--- src/design/avu_pkg.sv ---
`timescale 1ns / 1ps
package avu_pkg;

  localparam logic [7:0]  CHAR_TERM     = 8'h00;
  localparam logic [7:0]  CHAR_RUN_LO   = 8'hD1;
  localparam logic [7:0]  CHAR_RUN_BASE = 8'hD0;
  localparam logic [7:0]  CHAR_HIGH_LO  = 8'hA1;
  localparam logic [7:0]  HIGH_OFFSET   = 8'h51;
  localparam logic [7:0]  LOW_OFFSET    = 8'h20;

  localparam logic [3:0]  PEND_RESET    = 4'd7;
  localparam logic [3:0]  PEND_MAX      = 4'd14;
  localparam logic [3:0]  GROUP_BITS    = 4'd7;
  localparam logic [2:0]  MAX_VALS      = 3'd7;

  localparam logic [3:0]  WIDTH_RESET   = 4'd8;
  localparam logic [15:0] LIMIT_RESET   = 16'd768;

  localparam logic        REG_BITS_PER_VALUE = 1'b0;
  localparam logic        REG_OUTPUT_LIMIT   = 1'b1;

  typedef struct packed {
    logic [5:0] groups;
    logic [6:0] val;
  } avu_dec_t;

  typedef struct packed {
    logic       can;
    logic [7:0] value;
    logic [3:0] pend_next;
  } avu_ext_t;

  typedef struct packed {
    logic [6:0][7:0] values;
    logic [2:0]      value_count;
    logic            limit_reached;
    logic            string_end;
    logic [15:0]     decoded_total;
    logic            last_of_run;
  } avu_res_t;

  function automatic avu_dec_t avu_decode(input logic [7:0] c);
    avu_dec_t d;
    logic [7:0] diff;
    d.groups = 6'd1;
    d.val    = 7'd0;
    diff     = 8'd0;
    if (c >= CHAR_RUN_LO) begin
      diff     = c - CHAR_RUN_BASE;
      d.groups = diff[5:0];
    end else if (c >= CHAR_HIGH_LO) begin
      diff  = c - HIGH_OFFSET;
      d.val = diff[6:0];
    end else begin
      diff  = c - LOW_OFFSET;
      d.val = diff[6:0];
    end
    return d;
  endfunction

  // 0 acts as 1, anything above 8 acts as 8
  function automatic logic [3:0] avu_eff_width(input logic [3:0] w);
    logic [3:0] e;
    e = w;
    if (w == 4'd0) e = 4'd1;
    else if (w > 4'd8) e = 4'd8;
    return e;
  endfunction

endpackage

--- src/design/avu_extract.sv ---
`timescale 1ns / 1ps
module avu_extract
  import avu_pkg::*;
(
  input  logic [13:0] bit_buf,
  input  logic [3:0]  pend,
  input  logic [3:0]  width,
  output avu_ext_t    ext
);

  logic [13:0] shifted;
  logic [8:0]  mask_wide;

  always_comb begin
    ext.can       = (pend >= width);
    ext.pend_next = pend - width;
    shifted       = bit_buf >> ext.pend_next;
    mask_wide     = (9'd1 << width) - 9'd1;
    ext.value     = shifted[7:0] & mask_wide[7:0];
  end

endmodule

--- src/design/avu_seq.sv ---
`timescale 1ns / 1ps
module avu_seq
  import avu_pkg::*;
(
  input  logic        clk,
  input  logic        rst_n,
  input  logic        in_valid,
  output logic        in_stall,
  input  logic [7:0]  in_code_char,
  input  logic [3:0]  width,
  input  logic [15:0] limit,
  output logic        out_valid,
  input  logic        out_stall,
  output avu_res_t    out_res
);

  typedef enum logic [2:0] {S_IDLE, S_LOAD, S_EXTRACT, S_WRAP, S_EMIT} state_t;

  state_t          state_r, state_nxt;
  logic [13:0]     buf_r, buf_nxt;
  logic [3:0]      pend_r, pend_nxt;
  logic [15:0]     emitted_r, emitted_nxt;
  logic            stopped_r, stopped_nxt;
  logic [5:0]      groups_r, groups_nxt;
  logic [6:0]      val_r, val_nxt;
  logic [2:0]      cnt_r, cnt_nxt;
  logic [6:0][7:0] vals_r, vals_nxt;
  logic            hit_r, hit_nxt;
  logic            term_r, term_nxt;
  logic            out_valid_r, out_valid_nxt;
  avu_res_t        out_r, out_nxt;

  avu_ext_t        ext;
  avu_dec_t        dec;
  logic [15:0]     emitted_inc;
  logic [14:0]     keep_wide;
  logic [13:0]     buf_kept;
  logic            last;

  avu_extract u_extract (
    .bit_buf (buf_r),
    .pend    (pend_r),
    .width   (width),
    .ext     (ext)
  );

  assign in_stall  = (state_r != S_IDLE);
  assign out_valid = out_valid_r;
  assign out_res   = out_r;

  always_comb begin
    state_nxt     = state_r;
    buf_nxt       = buf_r;
    pend_nxt      = pend_r;
    emitted_nxt   = emitted_r;
    stopped_nxt   = stopped_r;
    groups_nxt    = groups_r;
    val_nxt       = val_r;
    cnt_nxt       = cnt_r;
    vals_nxt      = vals_r;
    hit_nxt       = hit_r;
    term_nxt      = term_r;
    out_valid_nxt = out_valid_r;
    out_nxt       = out_r;

    dec         = avu_decode(in_code_char);
    emitted_inc = emitted_r + 16'd1;
    keep_wide   = (15'd1 << pend_r) - 15'd1;
    buf_kept    = buf_r & keep_wide[13:0];
    last        = hit_r || (groups_r == 6'd1);

    if (out_valid_r && !out_stall) out_valid_nxt = 1'b0;

    unique case (state_r)
      S_IDLE: begin
        if (in_valid) begin
          if (in_code_char == CHAR_TERM) begin
            term_nxt  = 1'b1;
            state_nxt = S_EMIT;
          end else if (!stopped_r) begin
            if (emitted_r >= limit) begin
              stopped_nxt = 1'b1;
            end else begin
              groups_nxt = dec.groups;
              val_nxt    = dec.val;
              term_nxt   = 1'b0;
              state_nxt  = S_LOAD;
            end
          end
        end
      end
      S_LOAD: begin
        buf_nxt   = buf_r | {7'd0, val_r};
        cnt_nxt   = 3'd0;
        vals_nxt  = '0;
        hit_nxt   = 1'b0;
        state_nxt = S_EXTRACT;
      end
      S_EXTRACT: begin
        // one value per cycle through the shared extract unit
        if (ext.can && cnt_r != MAX_VALS) begin
          pend_nxt         = ext.pend_next;
          vals_nxt[cnt_r]  = ext.value;
          cnt_nxt          = cnt_r + 3'd1;
          emitted_nxt      = emitted_inc;
          if (emitted_inc >= limit) begin
            stopped_nxt = 1'b1;
            hit_nxt     = 1'b1;
            state_nxt   = S_WRAP;
          end
        end else begin
          state_nxt = S_WRAP;
        end
      end
      S_WRAP: begin
        buf_nxt   = {buf_kept[6:0], 7'd0};
        pend_nxt  = (pend_r >= GROUP_BITS) ? PEND_MAX : pend_r + GROUP_BITS;
        state_nxt = S_EMIT;
      end
      S_EMIT: begin
        if (!out_valid_r || !out_stall) begin
          out_valid_nxt         = 1'b1;
          out_nxt.limit_reached = stopped_r;
          out_nxt.decoded_total = emitted_r;
          if (term_r) begin
            out_nxt.values      = '0;
            out_nxt.value_count = 3'd0;
            out_nxt.string_end  = 1'b1;
            out_nxt.last_of_run = 1'b1;
            buf_nxt     = 14'd0;
            pend_nxt    = PEND_RESET;
            emitted_nxt = 16'd0;
            stopped_nxt = 1'b0;
            term_nxt    = 1'b0;
            state_nxt   = S_IDLE;
          end else begin
            out_nxt.values      = vals_r;
            out_nxt.value_count = cnt_r;
            out_nxt.string_end  = 1'b0;
            out_nxt.last_of_run = last;
            if (last) begin
              state_nxt = S_IDLE;
            end else begin
              groups_nxt = groups_r - 6'd1;
              state_nxt  = S_LOAD;
            end
          end
        end
      end
      default: state_nxt = S_IDLE;
    endcase
  end

  always_ff @(posedge clk) begin
    if (!rst_n) begin
      state_r     <= S_IDLE;
      buf_r       <= 14'd0;
      pend_r      <= PEND_RESET;
      emitted_r   <= 16'd0;
      stopped_r   <= 1'b0;
      groups_r    <= 6'd0;
      cnt_r       <= 3'd0;
      hit_r       <= 1'b0;
      term_r      <= 1'b0;
      out_valid_r <= 1'b0;
    end else begin
      state_r     <= state_nxt;
      buf_r       <= buf_nxt;
      pend_r      <= pend_nxt;
      emitted_r   <= emitted_nxt;
      stopped_r   <= stopped_nxt;
      groups_r    <= groups_nxt;
      cnt_r       <= cnt_nxt;
      hit_r       <= hit_nxt;
      term_r      <= term_nxt;
      out_valid_r <= out_valid_nxt;
    end
    val_r  <= val_nxt;
    vals_r <= vals_nxt;
    out_r  <= out_nxt;
  end

endmodule

--- src/design/ascii_seven_bit_unpacker.sv ---
`timescale 1ns / 1ps
// Seven-bit ASCII run-length unpacker. Each input word is one coded character;
// each 7-bit group it yields gives one output word with up to seven values of
// bits_per_value bits, MSB first. A run character gives one output word per
// group, a zero character gives one word with the string total and clears the
// state. The block takes one character, then stays busy (in_stall high) until
// its last word is loaded into the output register: each group passes
// through the load, extract, wrap and emit states, and the single shift/mask
// extract unit pulls one value per cycle, 0 to 7 per group, until no full
// value is left, seven are taken or the limit is met. A terminator goes
// straight to emit; a character that is ignored after the limit leaves the
// block idle. An output stall holds the emit state only while the output
// register is still full.
module ascii_seven_bit_unpacker
  import avu_pkg::*;
(
  input  logic        clk,
  input  logic        rst_n,
  input  logic        cfg_we,
  input  logic        cfg_index,
  input  logic [15:0] cfg_wdata,
  input  logic        in_valid,
  output logic        in_stall,
  input  logic [7:0]  in_code_char,
  output logic        out_valid,
  input  logic        out_stall,
  output logic [7:0]  out_value_0,
  output logic [7:0]  out_value_1,
  output logic [7:0]  out_value_2,
  output logic [7:0]  out_value_3,
  output logic [7:0]  out_value_4,
  output logic [7:0]  out_value_5,
  output logic [7:0]  out_value_6,
  output logic [2:0]  out_value_count,
  output logic        out_limit_reached,
  output logic        out_string_end,
  output logic [15:0] out_decoded_total,
  output logic        out_last_of_run
);

  logic [3:0]  bits_per_value_r;
  logic [15:0] output_limit_r;
  logic [3:0]  width;
  avu_res_t    res;

  always_ff @(posedge clk) begin
    if (!rst_n) begin
      bits_per_value_r <= WIDTH_RESET;
      output_limit_r   <= LIMIT_RESET;
    end else if (cfg_we) begin
      unique case (cfg_index)
        REG_BITS_PER_VALUE: bits_per_value_r <= cfg_wdata[3:0];
        REG_OUTPUT_LIMIT:   output_limit_r   <= cfg_wdata;
        default: ;
      endcase
    end
  end

  assign width = avu_eff_width(bits_per_value_r);

  avu_seq u_seq (
    .clk          (clk),
    .rst_n        (rst_n),
    .in_valid     (in_valid),
    .in_stall     (in_stall),
    .in_code_char (in_code_char),
    .width        (width),
    .limit        (output_limit_r),
    .out_valid    (out_valid),
    .out_stall    (out_stall),
    .out_res      (res)
  );

  assign out_value_0       = res.values[0];
  assign out_value_1       = res.values[1];
  assign out_value_2       = res.values[2];
  assign out_value_3       = res.values[3];
  assign out_value_4       = res.values[4];
  assign out_value_5       = res.values[5];
  assign out_value_6       = res.values[6];
  assign out_value_count   = res.value_count;
  assign out_limit_reached = res.limit_reached;
  assign out_string_end    = res.string_end;
  assign out_decoded_total = res.decoded_total;
  assign out_last_of_run   = res.last_of_run;

endmodule

--- config.mk ---
export PLATFORM = sky130hd
export DESIGN_NAME = ascii_seven_bit_unpacker
export DESIGN_NICKNAME = d
export VERILOG_FILES = /design/src/design/avu_pkg.sv /design/src/design/avu_extract.sv /design/src/design/avu_seq.sv /design/src/design/ascii_seven_bit_unpacker.sv
export SDC_FILE = /design/constraint.sdc
export NUM_CORES = 1
export LEC_CHECK = 0
export ABC_AREA = 0
export BUFFER_PORTS_ARGS = -buffer_cell sky130_fd_sc_hd__buf_4
export CAP_MARGIN = 20
export CELL_PAD_IN_SITES_DETAIL_PLACEMENT = 2
export CELL_PAD_IN_SITES_GLOBAL_PLACEMENT = 2
export CORE_MARGIN = 1.5
export CORE_UTILIZATION = 35
export CTS_CLUSTER_SIZE = 25
export DETAILED_ROUTE_END_ITERATION = 10
export PLACE_DENSITY = 0.85
export SLEW_MARGIN = 20
export SYNTH_ARGS = -nofsm -noshare
export SYNTH_HDL_FRONTEND = slang
export SYNTH_SLANG_ARGS = --single-unit
--- constraint.sdc ---
create_clock -name clk -period 3.9 [get_ports clk]
set_input_delay 0.195 -clock clk [delete_from_list [all_inputs] [get_ports clk]]
set_output_delay 0.195 -clock clk [all_outputs]
set_load 0.02 [all_outputs]
=== Word level (Yosys, flattened, before mapping) ===
Cells that the tools add are included.

* Equal/unequal tests: 19
* Bitwise gates (word level): 7
* Shift operators: 3
* Multiplexer cells: 61
* Order comparisons: 9
* Reduce and logical (&&, ||, !) cells: 30
* Add/subtract/negate cells: 10

{| class="wikitable"
|+ Operator list
! kind !! number
|-
| $pmux 56 s2 || 1
|-
| $bwmux 56 || 1
|-
| $mux 56 || 1
|-
| $mux 16 || 3
|-
| $mux 6 || 8
|-
| $pmux 14 s3 || 1
|-
| $ge 16x16->1 || 2
|-
| $pmux 16 s2 || 1
|-
| $mux 14 || 2
|-
| $mux 3 || 9
|-
| $demux 8 s3 || 1
|-
| $mux 4 || 6
|-
| $mux 1 || 18
|-
| $add 16x1->16 const B || 1
|-
| $ge 8x8->1 const B || 2
|-
| $pmux 3 s5 || 1
|-
| $reduce_and 5->1 || 3
|-
| $or 14x7->14 || 1
|-
| $shr 14x4->8 || 1
|-
| $ne 2x2->1 const B || 6
|-
| $pmux 4 s3 || 1
|-
| $pmux 6 s2 || 1
|-
| $reduce_bool 3->1 || 4
|-
| $ne 3x3->1 const B || 3
|-
| 42 further kinds || 61
|}

* Output and inout bits: 80
* Logic and storage cells: 171
* Flip-flop bits (word level): 211

=== Logic depth before layout (Yosys ltp) ===
Gate-level depths: netlist (run 1).

* Word-level depth: 9
* Depth in mapped cells: 14
* Gate-level depth less buffers: 13

=== Hierarchy ===
Synthesis (run 1) repeated with hierarchy kept, for this count alone.

* Cells, all modules: 1046
* Area total of the unflattened synthesis: 11135.7 µm²

{| class="wikitable"
|+ Modules (own cells, without submodules)
! module !! seq. area each (µm²) !! area an instance (µm²) !! times used !! cells each
|-
| avu_seq || 5235.0 || 9435.3 || 1 || 839
|-
| avu_extract || 0.0 || 855.8 || 1 || 115
|-
| ascii_seven_bit_unpacker || 400.4 || 844.6 || 1 || 92
|}

=== Worst setup path before layout (run 1) ===
Ideal clock, no wire load.

* Path kind: flip-flop to flip-flop
* Start point: register bits_per_value_r[2]
* End point: register u_seq.vals_r[0] (netlist name), enable pin
* Required time: 3.485 ns
* Slack: 0.247 ns
* Cell stages (with the launch flop): 12
* Data arrival time: 3.239 ns
* Period minus slack after synthesis: 3.653 ns
* Path through: dfxtp_1 -> nor2_1 -> nor2_1 -> nor2_1 -> ha_1 -> fa_1 -> a21bo_1 -> a21o_1 -> a21oi_2 -> or3_1 -> buf_2 -> nand2_1

* Longest elaborated chain between the ends: 7
* Elaborated cells between the ends (all ways): 8
* Classes of those cells: 2 x order compare; 1 x eq/ne; 2 x mux; 3 x reduce/logical

{| class="wikitable"
|+ Ends and longest elaborated chain
! element !! RTL line !! text
|-
| start: declaration || ascii_seven_bit_unpacker.sv:41 || <nowiki>logic [3:0] bits_per_value_r;</nowiki>
|-
| start signal: assignment || ascii_seven_bit_unpacker.sv:52 || <nowiki>REG_BITS_PER_VALUE: bits_per_value_r <= cfg_wdata[3:0];</nowiki>
|-
| $gt 4x4->1 || avu_pkg.sv:66 || <nowiki>else if (w > 4'd8) e = 4'd8;</nowiki>
|-
| $mux 4 || avu_pkg.sv:66 ||
|-
| $mux 4 * || avu_pkg.sv:65 || <nowiki>if (w == 4'd0) e = 4'd1;</nowiki>
|-
| $ge 4x4->1 * || avu_extract.sv:15 || <nowiki>ext.can = (pend >= width);</nowiki>
|-
| $logic_and 1x1->1 * || avu_seq.sv:101 || <nowiki>if (ext.can && cnt_r != MAX_VALS) begin</nowiki>
|-
| $ne 2x1->1 (no line) * || -- ||
|-
| $reduce_and 2->1 (no line) * || -- ||
|-
| end signal: assignment || avu_seq.sv:179 || <nowiki>vals_r <= vals_nxt;</nowiki>
|-
| end: declaration || avu_seq.sv:27 || <nowiki>logic [6:0][7:0] vals_r, vals_nxt;</nowiki>
|}

Mark *: on every way between the ends. The rest lies on a longest branch, timed or not.
A chain may end at the register's enable or synchronous reset.

=== Worst setup path after layout (run 1) ===
* Start point: register bits_per_value_r[1]
* End point: register u_seq.vals_r[29] (netlist name) (data pin)

* Longest elaborated chain between the ends: 9
* Elaborated cells between the ends (all ways): 12
* Classes of those cells: 2 x add/sub; 1 x order compare; 2 x shift; 5 x mux; 1 x bitwise; 1 x reduce/logical

{| class="wikitable"
|+ Ends and longest elaborated chain
! element !! RTL line !! text
|-
| $gt 4x4->1 || avu_pkg.sv:66 ||
|-
| $mux 4 || avu_pkg.sv:66 ||
|-
| $mux 4 * || avu_pkg.sv:65 ||
|-
| $sub 4x4->4 / $shl 1x4->8 (equally long branches) || avu_extract.sv:16, avu_extract.sv:18 ||
|-
| $shr 14x4->8 / $sub 8x1->8 (equally long branches) || avu_extract.sv:17, avu_extract.sv:18 ||
|-
| $and 8x8->8 * || avu_extract.sv:19 || <nowiki>ext.value = shifted[7:0] & mask_wide[7:0];</nowiki>
|-
| $bwmux 56 * || avu_seq.sv:103 || <nowiki>vals_nxt[cnt_r] = ext.value;</nowiki>
|-
| $mux 56 * || avu_seq.sv:101 ||
|-
| $pmux 56 s2 * || avu_seq.sv:74 || <nowiki>unique case (state_r)</nowiki>
|}

Mark *: on every way between the ends. The rest lies on a longest branch, timed or not. The select of a mux whose other input is x is not followed.

==> flow_metrics.tcl, run 1 <==
set metrics [dict create \
    drt_wl_total_um 34260 \
    min_delay_worst_endpoint "u_seq.val_r[2]" \
    status "finished, final reports clean" \
    clockRootBuffer "clkbuf_16" \
    syn_inst 1033 \
    ys_seq_area_frac 0.5193 \
    whs_path_depth 3 \
    finalCritPeriodShare 0.9311 \
    cp_data_arrival_time_ps 4030 \
    leakage_nw 4.946 \
    synth_top_cell_area_share 0.3901 \
    grt_overflow 0 \
    synthTopCellsByArea "edfxtp_1, dfxtp_1, ha_1" \
    yosysWarnings 0 \
    cts_tree "built" \
    core_area_um2 30590 \
    htreeDepth 1 \
    die-area_um2 32070 \
    cts_setup_buffers 0 \
    pwr-share-comb 0.178 \
    final_antenna_net_count 0 \
    seqPwrFrac 0.450 \
    synth_fp_nets 1118 \
    fillers 3186 \
    cp-start-kind "flop" \
    p_per_area_nw_per_um2 501.2 \
    num_rows 64 \
    ys_types 79 \
    p_total_mw 6.589 \
    finalNonFillerCells 1566 \
    antenna_found_initial 0 \
    power_switching_mw 1.946 \
    maxSlewHeadroom 0.3599 \
    worst_pin_slew_ps 956.8 \
    drcViolationCount 0 \
    die_x_um 179.1 \
    nets 1236 \
    wl_per_cell_um 21.88 \
    synthFlopType "edfxtp_1" \
    grt_pass1_vias 9387 \
    drive_above_1_share 0.1709 \
    drt_first_pass_iters 4 \
    io_buffers 109 \
    grt_pass1_wl_um 54170 \
    io_pins 110 \
    drv_slew 0 \
    numCtsBuffers 25 \
    setup_slack_ps 268.6 \
    syn_avg_cell_area_um2 10.51 \
    gp_congestion 0.8092 \
    peakVddDrop_mv 0.3132 \
    clock_sinks 211 \
    grt_max_degree 79 \
    reg2regPathDepth 9 \
    min_path_type "in -> reg" \
    die_h_um 179.1 \
    worstSetupPathType "reg -> reg" \
    timing.fmax_ghz 0.2754 \
    synth-edff-count 141 \
    vias 8593 \
    clockPowerShare 0.372 \
    synth-seq-cells 211 \
    final_hold_viol_count 0 \
    final.setup.tns_ps 0 \
    cts_buffer_depth 3 \
    start_util 0.3548 \
    async_reset_ff_frac 0 \
    r2r-start "bits_per_value_r[1]" \
    path_max_fanout 13 \
    fin_skew_ps 14.02 \
    min_period_ps 3631 \
    place_ws_ps 219.8 \
    placedCellCount 1502 \
    syn_area_um2 10850 \
    r2r_setup_slack_ps 270 \
    crit_path_end_kind "flop" \
    routed_via_density 5.487 \
    insertion_delay_ps 550 \
    r2r-end "u_seq.vals_r[29]" \
    yosysTopAreaCell "edfxtp_1" \
    rsz0062_at_grt "false" \
    antennaDiodeCount 0 \
    grt.total_usage 0.2177 \
    required_ps 4300 \
    syn2layout_area_growth_pct 21.12 \
    swShare 0.2953 \
    hold_start "in_code_char[2]" \
    maxCapViolCount 0 \
    drtIter0Drc 450 \
    setup_violations 0 \
    dpl.hpwl_um 23780 \
    clk_pin_slew_ps 60 \
    power.internal_mw 4.643 \
]
synth_stat cells, types with 5 or more instances:
master,count
a32o_1,8
nor2b_1,67
o21ai_1,9
nand2_1,131
buf_1,9
nor2_1,66
mux4_2,12
and2_1,6
buf_2,7
xor2_1,8
a22o_1,15
nand3_1,38
dfxtp_1,70
mux2i_1,28
ha_1,54
or3_1,9
o211ai_1,7
nor3b_1,8
xnor2_1,20
inv_1,41
o21ai_0,51
a31oi_1,7
nor3_1,19
o31ai_1,8
edfxtp_1,141
a21oi_1,52
o21a_1,5
clkbuf_1,34
and3_1,9
a211oi_1,8
nand4_1,13
cells in the final DEF (no fill, tap or decap), types with 5 or more instances in the layout:
cell type        n
xnor2_1         20
clkbuf_16       25
nand2_1        130
buf_4          123
a22o_1          15
mux4_2          12
a21oi_1         51
a32o_1           8
nor3_1          19
or3_1            9
nor3b_1          8
o21ai_1          9
edfxtp_1       141
o211ai_1         7
ha_1            54
and2_1           6
o21a_1           5
a211oi_1         8
nand4_1         13
clkinv_2         6
dlygate4sd3_1   17
mux2i_1         28
a31oi_1          7
dfxtp_1         69
nand3_1         38
and3_1           9
xor2_1           8
o31ai_1          8
o21ai_0         51
inv_1           40
nor2_1          66
nor2b_1         67
critical path, cell delays in order, from the launching register on:
cell and delay [ps]:
dfxtp_1 440, nor2_1 110, nor2_1 100, nor2_1 70, ha_1 230, fa_1 920, nand3_1 170, or4_1 410
a21oi_1 760, a22o_1 270
area by class of cell:
| type | instances | area (um^2) | area share |
|---|---|---|---|
| Inverter | 43 | 165.2 | 0.01256 |
| Sequential cell | 211 | 5637 | 0.4288 |
| Clock inverter | 13 | 158.9 | 0.01209 |
| Multi-Input combinational cell | 728 | 4852 | 0.3691 |
| Tap cell | 396 | 495.5 | 0.03769 |
| Timing Repair Buffer | 142 | 1141 | 0.08681 |
| Clock buffer | 33 | 695.7 | 0.05292 |
power by group through the flow:
stage | Combinational, mW | Clock [mW] | Sequential, mW
2_1_floorplan | 0.774 | 0 | 2.91
3_3_place_gp | 1.07 | 0 | 2.97
3_5_place_dp | 1.15 | 0 | 3.00
4_1_cts | 1.18 | 2.49 | 2.96
5_1_grt | 1.29 | 2.58 | 2.99
6_report | 1.18 | 2.45 | 2.96
logic make-up (layout without fill, tap and decap cells):
family | count (synthesis) | after routing | synth area share
AO/OA/AOI/OAI | 210 | 210 | 0.1276
XOR/XNOR | 28 | 28 | 0.02260
AND/OR/NAND/NOR | 393 | 393 | 0.1801
flip-flops | 211 | 211 | 0.5193
adder cells (fa/ha/maj) | 55 | 55 | 0.06410
buffers and inverters | 94 | 231 | 0.03424
other | 1 | 1 | 0.0003455
multiplexers | 41 | 41 | 0.05176
worst max path at each step:
| stage | startpoint | to | slack (ps) | cells after the start |
|---|---|---|---|---|
| after floorplan | bits_per_value_r[2] | u_seq.vals_r[0] | 250 | 11 |
| after global placement | bits_per_value_r[1] | u_seq.vals_r[51] | 570 | 10 |
| after detailed placement | bits_per_value_r[1] | u_seq.vals_r[19] | 220 | 10 |
| after CTS | bits_per_value_r[1] | u_seq.vals_r[19] | 230 | 10 |
| after global routing | bits_per_value_r[2] | u_seq.vals_r[46] | 20 | 11 |
| final | bits_per_value_r[1] | u_seq.vals_r[29] | 270 | 9 |
per-stage QoR:
step	hold slack [ps]	util	area [um^2]
after floorplan	331.0	-	10850
after global placement	424.0	0.3952	12090
after detailed placement	432.2	0.3952	12090
after CTS	27.22	0.4287	13110
after global routing	61.43	0.4297	13150
final	39.20	0.4297	13150
flip-flops by register name, summed over array words and instances (netlist names):
register and cells:
u_seq.out_res 78, u_seq.emitted_r 16, output_limit_r 16, u_seq.val_r 7, bits_per_value_r 4, u_seq.hit_r 1
u_seq.state_r 3, u_seq.vals_r 56, u_seq.term_r 1, u_seq.buf_r 14, u_seq.groups_r 6, u_seq.out_valid 1
u_seq.cnt_r 3, u_seq.stopped_r 1, u_seq.pend_r 4
per-layer routing:
| metal | vias up | part of all wire | track usage |
|---|---|---|---|
| met3 | 51 | 0.034 | 0.02332 |
| met1 | 4380 | 0.43 | 0.2695 |
| met5 | - | 0 | 0 |
| met2 | 174 | 0.52 | 0.4064 |
| met4 | 0 | 0.019 | 0.04339 |
| li1 | 3988 | - | - |
repair_timing:
| item | CTS | global route |
|---|---|---|
| endpoints found under the setup margin | 0 | 6 |
| resized for setup | 0 | 1 |
| hold buffers | 17 | 0 |
| endpoints found under the hold margin | 21 | 0 |
Note: power is estimated with default switching activity, not from simulation.
==> inputs of run 2 (changes only) <==
--- a/config.mk
+++ b/config.mk
@@ -6,15 +6,16 @@
 export NUM_CORES = 1
 export LEC_CHECK = 0
 export ABC_AREA = 0
-export BUFFER_PORTS_ARGS = -buffer_cell sky130_fd_sc_hd__buf_4
 export CAP_MARGIN = 20
 export CELL_PAD_IN_SITES_DETAIL_PLACEMENT = 2
 export CELL_PAD_IN_SITES_GLOBAL_PLACEMENT = 2
 export CORE_MARGIN = 1.5
-export CORE_UTILIZATION = 35
+export CORE_UTILIZATION = 38
 export CTS_CLUSTER_SIZE = 25
 export DETAILED_ROUTE_END_ITERATION = 10
+export DONT_BUFFER_PORTS = 1
 export PLACE_DENSITY = 0.85
+export RECOVER_POWER = 100
 export SLEW_MARGIN = 20
 export SYNTH_ARGS = -nofsm -noshare
 export SYNTH_HDL_FRONTEND = slang
==> run 2 against run 1 <==
The run now ends with max-capacitance violations, max-slew violations left. Highest routed layer unchanged. Die area down 7.8%. Non-clock buffer count down 103. Core utilization up 0.79 points. Total power down 5.1%. Global-route usage up 1.1 points. Final area down 7.0%. Register-to-register slack better by 90 ps. Sequential share of layout area up 3.2 points. Critical endpoint is now u_seq.vals_r[38]. First-iteration DRC count up 4.7%.
==> flow_metrics.tcl, run 2 (synthesis gave the netlist of run 1 again) <==
set metrics [dict create \
    grt_pass1_vias 8981 \
    drcViolationCount 0 \
    start_util 0.3885 \
    layout_commonest_cell "edfxtp_1" \
    antenna_found_initial 2 \
    fillers 2946 \
    rsz0062_at_grt "false" \
    violations "max-capacitance violations, max-slew violations" \
    htreeDepth 1 \
    crit_path_end_kind "flop" \
    syn2layout_area_growth_pct 12.64 \
    min_delay_worst_endpoint "u_seq.groups_r[2]" \
    grt_pass1_wl_um 52280 \
    gp_congestion 0.7777 \
    utilization 0.4376 \
    vias 8182 \
    slowest_delay_ps 770 \
    setup_violations 0 \
    required_ps 4280 \
    cts_tree "built" \
    cp_data_arrival_time_ps 3920 \
    pwr-share-comb 0.169 \
    timing.fmax_ghz 0.2823 \
    numCtsBuffers 25 \
    final_cell_mix "edfxtp_1, nand2_1, dfxtp_1, nor2b_1, nor2_1" \
    die_x_um 172.0 \
    maxSlewHeadroom -0.3407 \
    grt_overflow 0 \
    final.setup.tns_ps 0 \
    p_per_area_nw_per_um2 511.5 \
    clockRootBuffer "clkbuf_16" \
    cp-start-kind "flop" \
    p_total_mw 6.253 \
    worst_pin_slew_ps 2011 \
    critPathTopFamily "adder cells" \
    die-area_um2 29580 \
    r2r-end "u_seq.vals_r[38]" \
    path_max_fanout 16 \
    status "finished with violations" \
    drt_wl_total_um 32760 \
    dpl.hpwl_um 22560 \
    clock_sinks 211 \
    cp_slowest_cell "fa_2" \
    wl_per_cell_um 22.67 \
    multi_input_area_um2 4828 \
    routed_via_density 5.662 \
    final_antenna_net_count 0 \
    num_rows 61 \
    insertion_delay_ps 540 \
    power_switching_mw 1.863 \
    reg2regPathDepth 11 \
    drtIter0Drc 471 \
    core_area_um2 27930 \
    fin_skew_ps 8.611 \
    r2r_setup_slack_ps 360 \
    worstSetupPathType "reg -> reg" \
    path_cells "nor2_1 > nor2_1 > nor2_1 > ha_1 > fa_2 > mux4_2 > nor2_1 > a211o_1 > a21oi_1 > mux2i_1 > nor2_1" \
    leakage_nw 4.353 \
    cts_buffer_depth 3 \
    swShare 0.2980 \
    clk_pin_slew_ps 60 \
    setup_slack_ps 357.6 \
    drv_slew 79 \
    min_period_ps 3542 \
    die_h_um 172.0 \
    place_ws_ps 174.0 \
    maxCapViolCount 1 \
    clockPowerShare 0.353 \
    largest_reg_flops 78 \
    seqPwrFrac 0.478 \
    min_path_type "in -> reg" \
    finalCritPeriodShare 0.9083 \
    power.internal_mw 4.390 \
    whs_path_depth 3 \
    grt.total_usage 0.2291 \
    hold-worst-slack_ps 37.22 \
    drt_first_pass_iters 4 \
    hold_start "in_code_char[2]" \
    crit_top_cell "nor2_1" \
    peakVddDrop_mv 0.2990 \
    r2r-start "bits_per_value_r[2]" \
    drive_above_1_share 0.06854 \
    grt_max_degree 79 \
    nets 1133 \
    io_pins 110 \
    final_hold_viol_count 0 \
    regArea_um2 5635 \
    path_buf_inv 0 \
    io_buffers 0 \
]
==> run 2: cell type report <==
type | count | share of cell area
Multi-Input combinational cell | 728 | 0.3950
Sequential cell | 211 | 0.4610
Tap cell | 378 | 0.03869
Clock buffer | 30 | 0.05353
Antenna cell | 2 | 0.0004094
Timing Repair Buffer | 39 | 0.02897
Clock inverter | 14 | 0.008905
Inverter | 43 | 0.01351
==> run 2: per-layer routing <==
metal / wire [um] / global-route usage / share of wire
met1: 13910 / 0.2754 / 0.42
met2: 16850 / 0.4204 / 0.51
met3: 1066 / 0.03319 / 0.033
met4: 944 / 0.06994 / 0.029
met5: 0 / 0 / 0
==> run 2: tightest hold or removal path, stage by stage <==
cell and delay, ps:
a31oi_1 130, a211o_1 120, a31oi_1 70
==> run 2: how the worst max path moves through the flow <==
stage                         from               end  slack (ps)  cells past startpoint
2_1_floorplan  bits_per_value_r[2]   u_seq.vals_r[0]         250                     11
3_3_place_gp   bits_per_value_r[1]   u_seq.vals_r[6]         570                     11
3_5_place_dp   bits_per_value_r[2]  u_seq.vals_r[38]         170                     11
4_1_cts        bits_per_value_r[2]  u_seq.vals_r[38]         100                     11
5_1_grt         u_seq.emitted_r[1]       u_seq.hit_r          70                     13
6_report       bits_per_value_r[2]  u_seq.vals_r[38]         360                     11
==> run 2: stage by stage <==
stage | cells | instance area [um^2]
floorplan | 1033 | 10850
global route | 1444 | 12220
detailed placement | 1373 | 11230
global placement | 1373 | 11230
finish | 1445 | 12220
CTS | 1443 | 12270
==> run 2: what timing repair did <==
action	4_1_cts	5_1_grt
hold endpoints to repair	57	0
endpoints found under the setup margin	0	10
resized for setup	0	3
buffers inserted	0	0
hold buffers	26	0
==> run 2: power groups by stage <==
stage,Sequential (mW),Combinational [mW],Clock (mW)
after floorplan,2.91,0.774,0
after global placement,3.00,0.976,0
after detailed placement,3.03,1.04,0
after CTS,2.99,1.09,2.26
after global routing,3.02,1.18,2.34
final,2.99,1.06,2.21
